==> src/rtl/rop_pkg.sv <==
`timescale 1ns / 1ps
// ----------------------------------------------------------------------------
// rop_pkg: shared types and constants of the radius outlier point filter
// Word formats of both channels, configuration register indexes, the control
// word of the distance unit and the coordinate helper used by it.
// ----------------------------------------------------------------------------
package rop_pkg;

    // capacity of the point store by default
    localparam int MAX_POINTS_DEF = 64;

    // configuration port
    localparam int CFG_IDX_W  = 2;
    localparam int CFG_DATA_W = 16;
    localparam logic [CFG_IDX_W-1:0] CFG_DIST_LIMIT    = 2'd0;
    localparam logic [CFG_IDX_W-1:0] CFG_MIN_NEIGHBORS = 2'd1;

    // register reset values
    localparam logic [15:0] DIST_LIMIT_RST    = 16'd1000;
    localparam logic [5:0]  MIN_NEIGHBORS_RST = 6'd2;

    // multiplier operand select codes
    localparam logic [1:0] MUL_LIM = 2'd0;
    localparam logic [1:0] MUL_X   = 2'd1;
    localparam logic [1:0] MUL_Y   = 2'd2;
    localparam logic [1:0] MUL_Z   = 2'd3;

    typedef struct packed {
        logic signed [15:0] x;
        logic signed [15:0] y;
        logic signed [15:0] z;
    } point_t;

    typedef struct packed {
        logic signed [15:0] x_mm;
        logic signed [15:0] y_mm;
        logic signed [15:0] z_mm;
        logic               has_point;
        logic               frame_end;
    } in_word_t;

    typedef struct packed {
        logic signed [15:0] out_x_mm;
        logic signed [15:0] out_y_mm;
        logic signed [15:0] out_z_mm;
        logic               out_valid_point;
        logic               out_last;
        logic [6:0]         kept_total;
        logic               overflowed;
    } out_word_t;

    // control word from the sequencer to the distance unit
    typedef struct packed {
        logic       diff_en;
        logic       mul_en;
        logic [1:0] mul_sel;
        logic       acc_load;
        logic       acc_add;
        logic       lim_load;
    } rop_ctrl_t;

    // magnitude of the difference of two coordinates, always fits 16 bits
    function automatic logic [15:0] abs_diff(logic signed [15:0] a, logic signed [15:0] b);
        logic signed [16:0] d;
        logic signed [16:0] m;
        d = 17'(a) - 17'(b);
        m = d[16] ? -d : d;
        return m[15:0];
    endfunction

endpackage

==> src/rtl/rop_dist_unit.sv <==
`timescale 1ns / 1ps
// ----------------------------------------------------------------------------
// rop_dist_unit: shared squared-distance unit
// One 16x16 multiplier squares the limit once per frame and the three axis
// differences of each pair in turn; an accumulator sums them and the pair
// is flagged near when the sum does not exceed the squared limit.
// ----------------------------------------------------------------------------
module rop_dist_unit (
    input  logic              clk,
    input  rop_pkg::rop_ctrl_t ctrl,
    input  rop_pkg::point_t   pa,
    input  rop_pkg::point_t   pb,
    input  logic [15:0]       dist_limit,
    output logic              near
);
    import rop_pkg::*;

    logic [15:0] dx_reg;
    logic [15:0] dy_reg;
    logic [15:0] dz_reg;
    logic [31:0] prod_reg;
    logic [33:0] acc_reg;
    logic [31:0] lim_reg;
    logic [15:0] mul_op;
    logic [33:0] sum;

    // operand select for the shared multiplier
    always_comb
    begin
        case (ctrl.mul_sel)
            MUL_LIM: mul_op = dist_limit;
            MUL_X:   mul_op = dx_reg;
            MUL_Y:   mul_op = dy_reg;
            MUL_Z:   mul_op = dz_reg;
            default: mul_op = dist_limit;
        endcase
    end

    // axis differences, square, accumulate
    always_ff @(posedge clk)
    begin
        if (ctrl.diff_en)
        begin
            dx_reg <= abs_diff(pa.x, pb.x);
            dy_reg <= abs_diff(pa.y, pb.y);
            dz_reg <= abs_diff(pa.z, pb.z);
        end
        if (ctrl.mul_en)
        begin
            prod_reg <= 32'(mul_op) * 32'(mul_op);
        end
        if (ctrl.acc_load)
        begin
            acc_reg <= 34'(prod_reg);
        end
        else if (ctrl.acc_add)
        begin
            acc_reg <= acc_reg + 34'(prod_reg);
        end
        if (ctrl.lim_load)
        begin
            lim_reg <= prod_reg;
        end
    end

    // final add of the z term and compare against the squared limit
    assign sum  = acc_reg + 34'(prod_reg);
    assign near = (sum <= 34'(lim_reg));

endmodule

==> config.mk <==
export PLATFORM = sky130hd
export DESIGN_NAME = rop_dist_unit
export DESIGN_NICKNAME = d
export VERILOG_FILES = /design/src/rtl/rop_pkg.sv /design/src/rtl/rop_dist_unit.sv
export SDC_FILE = /design/constraint.sdc
export NUM_CORES = 1
export LEC_CHECK = 0
export ABC_CLOCK_PERIOD_IN_PS = 11400
export BUFFER_PORTS_ARGS = -buffer_cell sky130_fd_sc_hd__clkbuf_2
export CAP_MARGIN = 5
export CORE_ASPECT_RATIO = 0.75
export CORE_MARGIN = 2
export CORE_UTILIZATION = 30
export DETAILED_ROUTE_END_ITERATION = 7
export HOLD_SLACK_MARGIN = 0.05
export SLEW_MARGIN = 40
export SYNTH_ARGS = -nofsm -noshare
export SYNTH_HDL_FRONTEND = slang
export SYNTH_SLANG_ARGS = --single-unit
==> constraint.sdc <==
create_clock -name clk -period 11.4 [get_ports clk]
set_input_delay 1.71 -clock clk [delete_from_list [all_inputs] [get_ports clk]]
set_output_delay 1.71 -clock clk [all_outputs]
set_load 0.01 [all_outputs]
Yosys cells after proc, flatten, opt, wreduce, memory -nomap -nowiden
Cells that the tools add are included.
{ "classes": {"mux": 6, "add_sub_neg": 7, "reduce_logical": 2, "n_eq_ne": 3, "magnitude_cmp": 1, "mul": 1} }
{ "ops": {"columns": ["cell", "n"], "rows": [
  ["32-bit two-way mux", 2],
  ["16-bit one-hot mux with 4 select lines", 1],
  ["16-bit by 16-bit subtractor with 17-bit output", 3],
  ["16-bit two-way mux", 3],
  ["16-bit negator", 3],
  ["34-bit by 32-bit adder with 34-bit output", 1],
  ["34-bit by 32-bit less-or-equal comparator with 1-bit output", 1],
  ["16-bit by 16-bit multiplier with 32-bit output", 1],
  ["2-bit == test (second input constant)", 2],
  ["2-bit by 1-bit == test with 1-bit output (second input constant)", 1],
  ["2-bit logical NOT", 1],
  ["2-bit nonzero test", 1]
]} }
{ "word_totals": {"ff_bits": 146, "output_inout_bits": 1} }

Longest topological paths before layout
Gate-level depths: netlist of run 1.
{ "logic_depth": {"depth_word": 3, "ltp_mapped": 31} }

Worst setup path before layout of run 1
OpenSTA, ideal clock, no wires.
{ "synth_timing": {"path_kind": "input to register", "startpoint": "in ctrl[4] in the netlist's numbering", "endpoint": "reg prod_reg[31], data pin", "setup_ns": 0.260, "arrival_time_ns": 8.619, "setup_slack_ns": 2.521, "cell_stages": 28, "path_buffers": 3, "cell_sequence": "clkbuf_1 buf_1 mux2i_1 nand2_1 o21ai_0 inv_1 clkbuf_1 nand2_1 fa_1 inv_1 fa_1 fa_1 fa_1 fa_1 inv_1 fa_1 inv_1 ha_1 a21o_1 a21o_1 a21oi_1 o21ai_0 and3_1 a221o_1 a311o_1 a21o_1 a21oi_1 xnor2_1"} }
{ "synth_via": {"elab_chain_len": 3, "elab_cells_between_ends": 6} }
{ "synth_lines": {"columns": ["element", "line_no", "rtl"], "rows": [
  ["start: declaration", "rop_dist_unit.sv:10", "input rop_pkg::rop_ctrl_t ctrl,"],
  ["2-bit == test, or another cell as far along", "rop_dist_unit.sv:30", "case (ctrl.mul_sel)"],
  ["16-bit one-hot mux with 4 select lines *", "rop_dist_unit.sv:30", null],
  ["16-bit by 16-bit multiplier with 32-bit output *", "rop_dist_unit.sv:50", "prod_reg <= 32'(mul_op) * 32'(mul_op);"],
  ["end signal: assignment", "rop_dist_unit.sv:50", null],
  ["end: declaration", "rop_dist_unit.sv:21", "logic [31:0] prod_reg;"]
]} }
Mark *: on every way between the ends. The rest lies on a longest branch, timed or not.
A chain may end at the register's enable or synchronous reset.

Final worst setup path of run 1
Same ends and word-level chain as after synthesis.

==> results of run 1 <==
## layout make-up
cell class,instances,share of cell area
Clock inverter,14,0.00751
Inverter,345,0.0648
Sequential cell,144,0.215
Tap cell,790,0.0495
Clock buffer,18,0.0215
Multi-Input combinational cell,1337,0.610
Timing Repair Buffer,122,0.0311
## critical path, stage by stage
cell and delay [ps]:
clkbuf_2 530, mux2_2 410, o21ai_1 590, nor2_1 190, xnor2_1 200, ha_1 190
a31o_2 230, fa_1 500, fa_1 510, fa_1 520, fa_1 540, inv_1 50
fa_1 520, inv_1 40, ha_1 360, a21o_1 200, a21o_1 160, a21oi_1 140
o21ai_0 120, and3_1 200, a221o_1 360, a311o_1 370, a21o_1 180, a21oi_1 160
xnor2_1 80
## layout by cell type, fill, tap and decap left out, drive strengths merged, types with 7 or more instances in the layout
cell / n
inv: 353
ha: 210
fa: 165
edfxtp: 142
clkbuf: 137
nand2: 130
nor2: 115
a21oi: 99
xnor2: 81
o21ai: 57
a21o: 51
and2: 50
xor2: 48
mux2: 40
o21a: 32
nor2b: 24
nor3: 22
nand3: 22
nand4: 16
and3: 16
o211ai: 16
a31oi: 14
o21bai: 13
mux4: 10
nand2b: 9
mux2i: 8
a31o: 8
o31ai: 8
a211oi: 7
## worst max path at each step
| stage | cells after the start | to | slack [ps] | startpoint |
|---|---|---|---|---|
| floorplan | 28 | prod_reg[31] | 2520 | ctrl[4] |
| global placement | 23 | prod_reg[31] | 2060 | ctrl[4] |
| detailed placement | 25 | prod_reg[31] | 2050 | ctrl[4] |
| CTS | 25 | prod_reg[31] | 2530 | ctrl[4] |
| global route | 25 | prod_reg[31] | 2120 | ctrl[4] |
| finish | 25 | prod_reg[31] | 2490 | ctrl[4] |
## stage by stage
step | cells | hold slack [ps] | instance area, µm² | utilization
6_report | 2770 | 483 | 20000 | 0.339
5_1_grt | 2770 | 500 | 20000 | 0.339
4_1_cts | 2770 | 486 | 20000 | 0.339
3_5_place_dp | 2738 | 469 | 19400 | 0.329
3_3_place_gp | 2738 | 473 | 19400 | 0.329
2_1_floorplan | 1863 | 451 | 17900 | -
## cells by family (layout without fill, tap and decap cells)
| logic type | after synthesis | in the layout | synth area share |
|---|---|---|---|
| flops | 144 | 144 | 0.240 |
| buf+inv | 382 | 499 | 0.0801 |
| simple gates | 434 | 434 | 0.117 |
| mux | 58 | 58 | 0.0422 |
| compound gates | 340 | 340 | 0.126 |
| fa+ha+maj | 375 | 375 | 0.331 |
| xor+xnor | 130 | 130 | 0.0644 |
## routing by layer
layer,global-route usage,up-vias
met5,0,-
met4,0.0328,0
met3,0.0245,48
met2,0.214,270
met1,0.201,6357
li1,-,6498
==> impl_metrics.csv, run 1 <==
group,metric,value,unit
cts,cts_hold_buf,0,
hold_path,hold_end,"lim_reg[10]",
sta,setup_ws,2490,ps
detailed_routing,first_pass_iters,5,
sta,finalSetupTns,0,ps
detailed_routing,antenna_left,0,
detailed_routing,avgRoutedWirePerCell,15.0,µm
global_route,grt_max_degree,49,
layout,antenna_cells,0,
layout,syn_to_final_growth,11.5,%
critical_path,cp.arrival,9100,ps
yosys,synth_top_area_frac,0.238,
critical_path,cp_max_fo,22,
floorplan,start_util,0.304,
detailed_routing,met3WireLength,2030,µm
sta,worst_pin_slew,873,ps
sta,rsz0062_at_grt,"false",
yosys,yosysSeqAreaShare,0.240,
critical_path,start_kind,"input pin",
cts,clock-sinks,144,
yosys,syn_area,17900,µm²
layout,ff_latch_area,4300,µm²
place,dp_slack,2050,ps
hold_path,hold_start,"prod_reg[10]",
global_route,grt_usage,0.139,
sta,finalSetupViolations,0,
detailed_routing,via_count,13200,
yosys,avgSynthCellArea,9.62,µm²
layout,multi_input_area,12200,µm²
sta,hold_viol_final,0,
sta,clock_skew,15.3,ps
yosys,synth.most_common_cell,"inv_1",
place,hpwl,33900,µm
yosys,syn_nets,2358,
cts,cts_resized,0,
place,place_congestion,0.881,
layout,fin_nets,2462,
cts,cts_buffer_depth,2,
yosys,synth_ff_type,"edfxtp_1",
global_route,grt_pass1_wl,69500,µm
floorplan,dieArea,61700,µm²
hold_path,min_path_type,"reg -> reg",
detailed_routing,viasPerCell,4.76,
global_route,first_global_vias,13600,
sta,post-route-min-period,8910,ps
detailed_routing,drc,0,
cts,cts-buffers-inserted,17,
yosys,yosys-top-cells-area,"edfxtp_1 (24%), fa_1 (18%), ha_1 (15%)",
run,maxCapViolations,0,
sta,fmax,112,MHz
global_route,gr-total-overflow,0,
sta,drv_slew,0,
cts,cts_tree,"yes",
cts,clk_pin_slew,70,ps
critical_path,rr_worst_depth,24,
cts,clockRootBuffer,"clkbuf_16",
layout,largest_register_ffs,34,
yosys,ys_ff_latch,144,
detailed_routing,route.met2.wl,18100,µm
sta,period_share,0.782,
detailed_routing,wl,41500,µm
floorplan,pin_count,121,
critical_path,required,11590,ps
outcome,status,"finished clean",
yosys,synth-edff-count,142,
yosys,ys_warn_count,0,
yosys,synth_async_sr_flop_share,0,
floorplan,row_count,77,
cts,post_cts_buffers,0,
yosys,netlist_instances,1863,
place,io_buffers,120,
critical_path,r2r-start,"dz_reg[6]",
detailed_routing,drtIter0Drc,968,
floorplan,dieWidth,286,µm
sta,slew_headroom,0.412,
global_route,antenna_found_initial,0,
critical_path,critPathKind,"in -> reg",
critical_path,rrSetupSlack,4060,ps
yosys,synth_common_cells,"inv_1 (345), ha_1 (210), fa_1 (165)",
yosys,synth_top_area_cell,"edfxtp_1",
detailed_routing,wl_met1,20800,µm
layout,nFillCells,6051,
yosys,synth_cell_types,71,
floorplan,die_h,216,µm
hold_path,hold_depth,0,
detailed_routing,top_layer,"met4",
layout,layout-drive-gt1-share,0.115,
critical_path,reg2reg_to,"prod_reg[30]",
floorplan,core,59000,µm²
cts,htree_levels,4,
cts,clkLatencyLatePin,440,ps
critical_path,endpoint_kind,"register",
Power of run 1 is left out: the tool's default activity adds up to more than one toggle a clock period on the data nets, which glitch-free logic cannot reach.
==> run 2, diff against run 1 <==
Settings changed: ABC_CLOCK_PERIOD_IN_PS 11400 to 9200.
Clock period 11.4 ns to 9.2 ns, I/O delays scaled along.
==> run 2 against run 1 <==
Against the previous run: core utilization rose by 0.066 points; register-to-register slack got worse by 2300 ps; hold slack got worse by 0.56 ps; critical path depth rose by 2; via count barely moved; first-iteration DRC count fell by 10%; design area rose by 0.19%; die area did not move; sequential share of layout area barely moved.
==> impl_metrics.csv, run 2 (same netlist as run 1, synthesis figures left out) <==
group,metric,value,unit
cts,cts-buffers-inserted,17,
layout,multi_input_area,12200,µm²
floorplan,dieArea,61700,µm²
sta,slew_headroom,0.512,
critical_path,cp.arrival,8770,ps
layout,fin_nets,2467,
critical_path,start_kind,"input pin",
global_route,grt_max_degree,49,
critical_path,required,9380,ps
global_route,grt_pass1_wl,70000,µm
sta,finalSetupViolations,0,
sta,drv_slew,0,
detailed_routing,drc,0,
detailed_routing,avgRoutedWirePerCell,15.2,µm
layout,final_util,0.340,
sta,clock_skew,12.3,ps
floorplan,row_count,77,
critical_path,rrSetupSlack,1770,ps
layout,ff_latch_area,4300,µm²
critical_path,rr_worst_depth,24,
floorplan,die_h,216,µm
cts,cts_tree,"yes",
global_route,first_global_vias,13500,
critical_path,cp_max_fo,17,
critical_path,reg2reg_to,"prod_reg[31]",
detailed_routing,via_count,13200,
sta,finalSetupTns,0,ps
hold_path,hold_start,"prod_reg[13]",
critical_path,crit_family,"adder cells",
global_route,gr-total-overflow,0,
floorplan,start_util,0.304,
critical_path,crit_path_max_incr_delay,570,ps
cts,htree_levels,4,
critical_path,r2r-start,"dz_reg[4]",
layout,syn_to_final_growth,11.7,%
place,hpwl,34800,µm
cts,post_cts_buffers,0,
sta,post-route-min-period,8600,ps
critical_path,critPathKind,"in -> reg",
cts,clock-sinks,144,
cts,cts_buffer_depth,2,
cts,cts_resized,0,
cts,clockRootBuffer,"clkbuf_16",
sta,worst_pin_slew,730,ps
run,maxCapViolations,0,
outcome,status,"finished clean",
cts,clk_pin_slew,70,ps
place,io_buffers,120,
layout,largest_register_ffs,34,
sta,hold_viol_final,0,
hold_path,hold_end,"lim_reg[13]",
floorplan,core,59000,µm²
detailed_routing,viasPerCell,4.74,
detailed_routing,first_pass_iters,5,
critical_path,crit_buf_inv,4,
critical_path,cp_slowest_cell,"o21a_1",
place,place_congestion,0.906,
layout,nFillCells,6008,
sta,fmax,116,MHz
layout,layout-drive-gt1-share,0.116,
critical_path,crit_top_cell,"fa_1",
floorplan,pin_count,121,
floorplan,dieWidth,286,µm
sta,rsz0062_at_grt,"false",
hold_path,hold_depth,0,
cts,cts_hold_buf,0,
layout,final_common_cell,"inv_1",
detailed_routing,drtIter0Drc,871,
layout,layout_common_cells,"inv_1 (345), ha_1 (210), fa_1 (165)",
hold_path,min_path_type,"reg -> reg",
global_route,grt_usage,0.141,
detailed_routing,antenna_left,0,
sta,period_share,0.935,
critical_path,endpoint_kind,"register",
layout,antenna_cells,0,
global_route,antenna_found_initial,0,
cts,clkLatencyLatePin,440,ps
detailed_routing,wl,42300,µm
==> run 2: cell types whose count changed in the layout (fill, tap and decap cells not counted) <==
cell        change
clkinv_8        -1
o21ai_1         -1
clkinv_2        -1
inv_6           -1
bufinv_16       +1
clkinvlp_4      +1
o21ai_0         +1
clkinv_1        +3
inv_8           -2
clkinv_4        +1
buf_4           +5
clkbuf_1        -1
==> run 2: metrics by stage <==
| step | hold slack (ps) | setup slack (ps) | instance area (µm²) | instances |
|---|---|---|---|---|
| 3_5_place_dp | 471 | 156 | 19400 | 2743 |
| 2_1_floorplan | 451 | 651 | 17900 | 1863 |
| 3_3_place_gp | 466 | 271 | 19400 | 2743 |
| 5_1_grt | 497 | 116 | 20000 | 2775 |
| 6_report | 483 | 601 | 20000 | 2775 |
| 4_1_cts | 486 | 611 | 20000 | 2775 |
==> run 2: metal layers <==
layer / GRT usage / vias to the layer above / wire [µm]
met5: 0 / - / 0
met4: 0.0199 / 0 / 269
met3: 0.0310 / 23 / 2360
met2: 0.218 / 302 / 18400
met1: 0.205 / 6332 / 21300
li1: - / 6507 / -
==> run 2: worst reg2reg max path, delay by kind of cell (launching register included) <==
family / cells / cell delay [ps]
xor+xnor: 1 / 90
flops: 1 / 410
simple gates: 2 / 320
compound gates: 8 / 1670
fa+ha+maj: 7 / 3480
mux: 1 / 700
buf+inv: 5 / 490
==> run 2: worst max path at each step <==
stage                       start      endpoint  slack (ps)  cells after the start
after floorplan           ctrl[4]  prod_reg[31]         650                     28
after CTS                 ctrl[4]  prod_reg[31]         610                     27
after global placement    ctrl[4]  prod_reg[31]         270                     27
final                     ctrl[4]  prod_reg[31]         600                     27
after global routing      ctrl[4]  prod_reg[31]         120                     27
after detailed placement  ctrl[4]  prod_reg[31]         160                     27
==> run 2: final cells by class <==
cell class,instances,share of cell area
clock buffer,17,0.0212
tap,790,0.0494
clock inverter,15,0.00775
multi-input combinational,1337,0.609
inverter,345,0.0647
timing repair buffer,127,0.0329
sequential,144,0.215
Power of run 2 is left out for the same reason.
==> run 3, diff against run 2 <==
Settings changed: CORE_ASPECT_RATIO 0.75 to default.
==> run 3 against run 2 <==
Against the previous run: global-route usage down 0.77 points; clock-buffer cell count unchanged; cell count down 0.54%; non-clock buffer count up 1; critical path type unchanged; design area up 0.13%; first-iteration DRC count down 11%; via count down 0.54%; sequential share of layout area about the same; core utilization about the same; critical endpoint is now prod_reg[30]; critical path depth down 2.
==> impl_metrics.csv, run 3 (same netlist as run 1, synthesis figures left out) <==
group,metric,value,unit
critical_path,crit_buf_inv,6,
cts,clockRootBuffer,"clkbuf_16",
layout,layout_common_cells,"inv_1 (345), ha_1 (210), fa_1 (165)",
floorplan,die_h,248,µm
sta,finalSetupViolations,0,
detailed_routing,drtIter0Drc,775,
layout,multi_input_area,12200,µm²
sta,drv_slew,0,
detailed_routing,antenna_left,0,
cts,clock-sinks,144,
run,maxCapViolations,0,
detailed_routing,wl,40900,µm
cts,cts_resized,0,
detailed_routing,avgRoutedWirePerCell,14.8,µm
sta,period_share,0.925,
global_route,grt_usage,0.133,
hold_path,hold_start,"prod_reg[6]",
floorplan,core,59000,µm²
cts,cts_buffer_depth,2,
layout,fin_nets,2468,
cts,cts_hold_buf,0,
outcome,status,"finished clean",
global_route,grt_pass1_wl,67200,µm
place,hpwl,34000,µm
place,place_congestion,0.875,
critical_path,crit_path_max_incr_delay,740,ps
layout,syn_to_final_growth,11.9,%
critical_path,rrSetupSlack,1790,ps
floorplan,start_util,0.304,
critical_path,crit_family,"adder cells",
critical_path,r2r-start,"dz_reg[4]",
sta,hold_viol_final,0,
critical_path,cp-startpoint,"ctrl[4]",
sta,slew_headroom,0.473,
detailed_routing,first_pass_iters,5,
layout,final_common_cell,"inv_1",
critical_path,cp.arrival,8700,ps
global_route,antenna_found_initial,1,
sta,clock_skew,13.4,ps
global_route,grt_max_degree,49,
cts,cts-buffers-inserted,17,
floorplan,dieArea,61700,µm²
cts,post_cts_buffers,0,
detailed_routing,drc,0,
global_route,gr-total-overflow,0,
critical_path,start_kind,"input pin",
place,io_buffers,120,
critical_path,cp_slowest_cell,"mux4_2",
floorplan,pin_count,121,
critical_path,crit_top_cell,"fa_1",
sta,worst_pin_slew,783,ps
hold_path,min_path_type,"reg -> reg",
critical_path,required,9390,ps
sta,fmax,118,MHz
layout,largest_register_ffs,34,
floorplan,dieWidth,248,µm
layout,nFillCells,6065,
global_route,first_global_vias,13300,
detailed_routing,viasPerCell,4.74,
detailed_routing,via_count,13100,
critical_path,cp_max_fo,16,
cts,clkLatencyLatePin,450,ps
cts,htree_levels,4,
cts,cts_tree,"yes",
sta,post-route-min-period,8510,ps
sta,finalSetupTns,0,ps
floorplan,row_count,89,
critical_path,endpoint_kind,"register",
critical_path,critPathKind,"in -> reg",
sta,rsz0062_at_grt,"false",
layout,layout-drive-gt1-share,0.118,
cts,clk_pin_slew,70,ps
layout,ff_latch_area,4300,µm²
## run 3: changes by cell type in the layout (fill, tap and decap cells not counted), sizes merged
cell and delta:
buf +1, clkinv -2, clkinvlp -1, diode +1
inv +3
## run 3: per-layer routing
metal,vias to the layer above,wire length (µm),global-route usage
met1,6213,19500,0.182
li1,6496,-,-
met4,2,832,0.0354
met2,328,18300,0.212
met3,54,2250,0.0282
met5,-,13,0
## run 3: final cells by class
class                           instances  area share
Multi-Input combinational cell       1337       0.608
Inverter                              345      0.0646
Clock inverter                         15     0.00961
Clock buffer                           17      0.0212
Timing Repair Buffer                  128      0.0332
Antenna cell                            1    0.000125
Sequential cell                       144       0.215
Tap cell                              773      0.0482
## run 3: worst paths after layout
path,end,cells after the start
min reg2reg,lim_reg[6],0
min,lim_reg[6],0
max reg2reg,prod_reg[30],24
max,prod_reg[30],25
## run 3: per-stage QoR
stage | instances | hold slack, ps | area [µm²] | setup slack, ps | util
2_1_floorplan | 1863 | 451 | 17900 | 651 | -
6_report | 2760 | 495 | 20000 | 694 | 0.340
5_1_grt | 2759 | 515 | 20000 | 244 | 0.340
4_1_cts | 2759 | 495 | 20000 | 732 | 0.340
3_5_place_dp | 2727 | 477 | 19400 | 259 | 0.329
3_3_place_gp | 2727 | 476 | 19400 | 342 | 0.329
Power of run 3 is left out for the same reason.
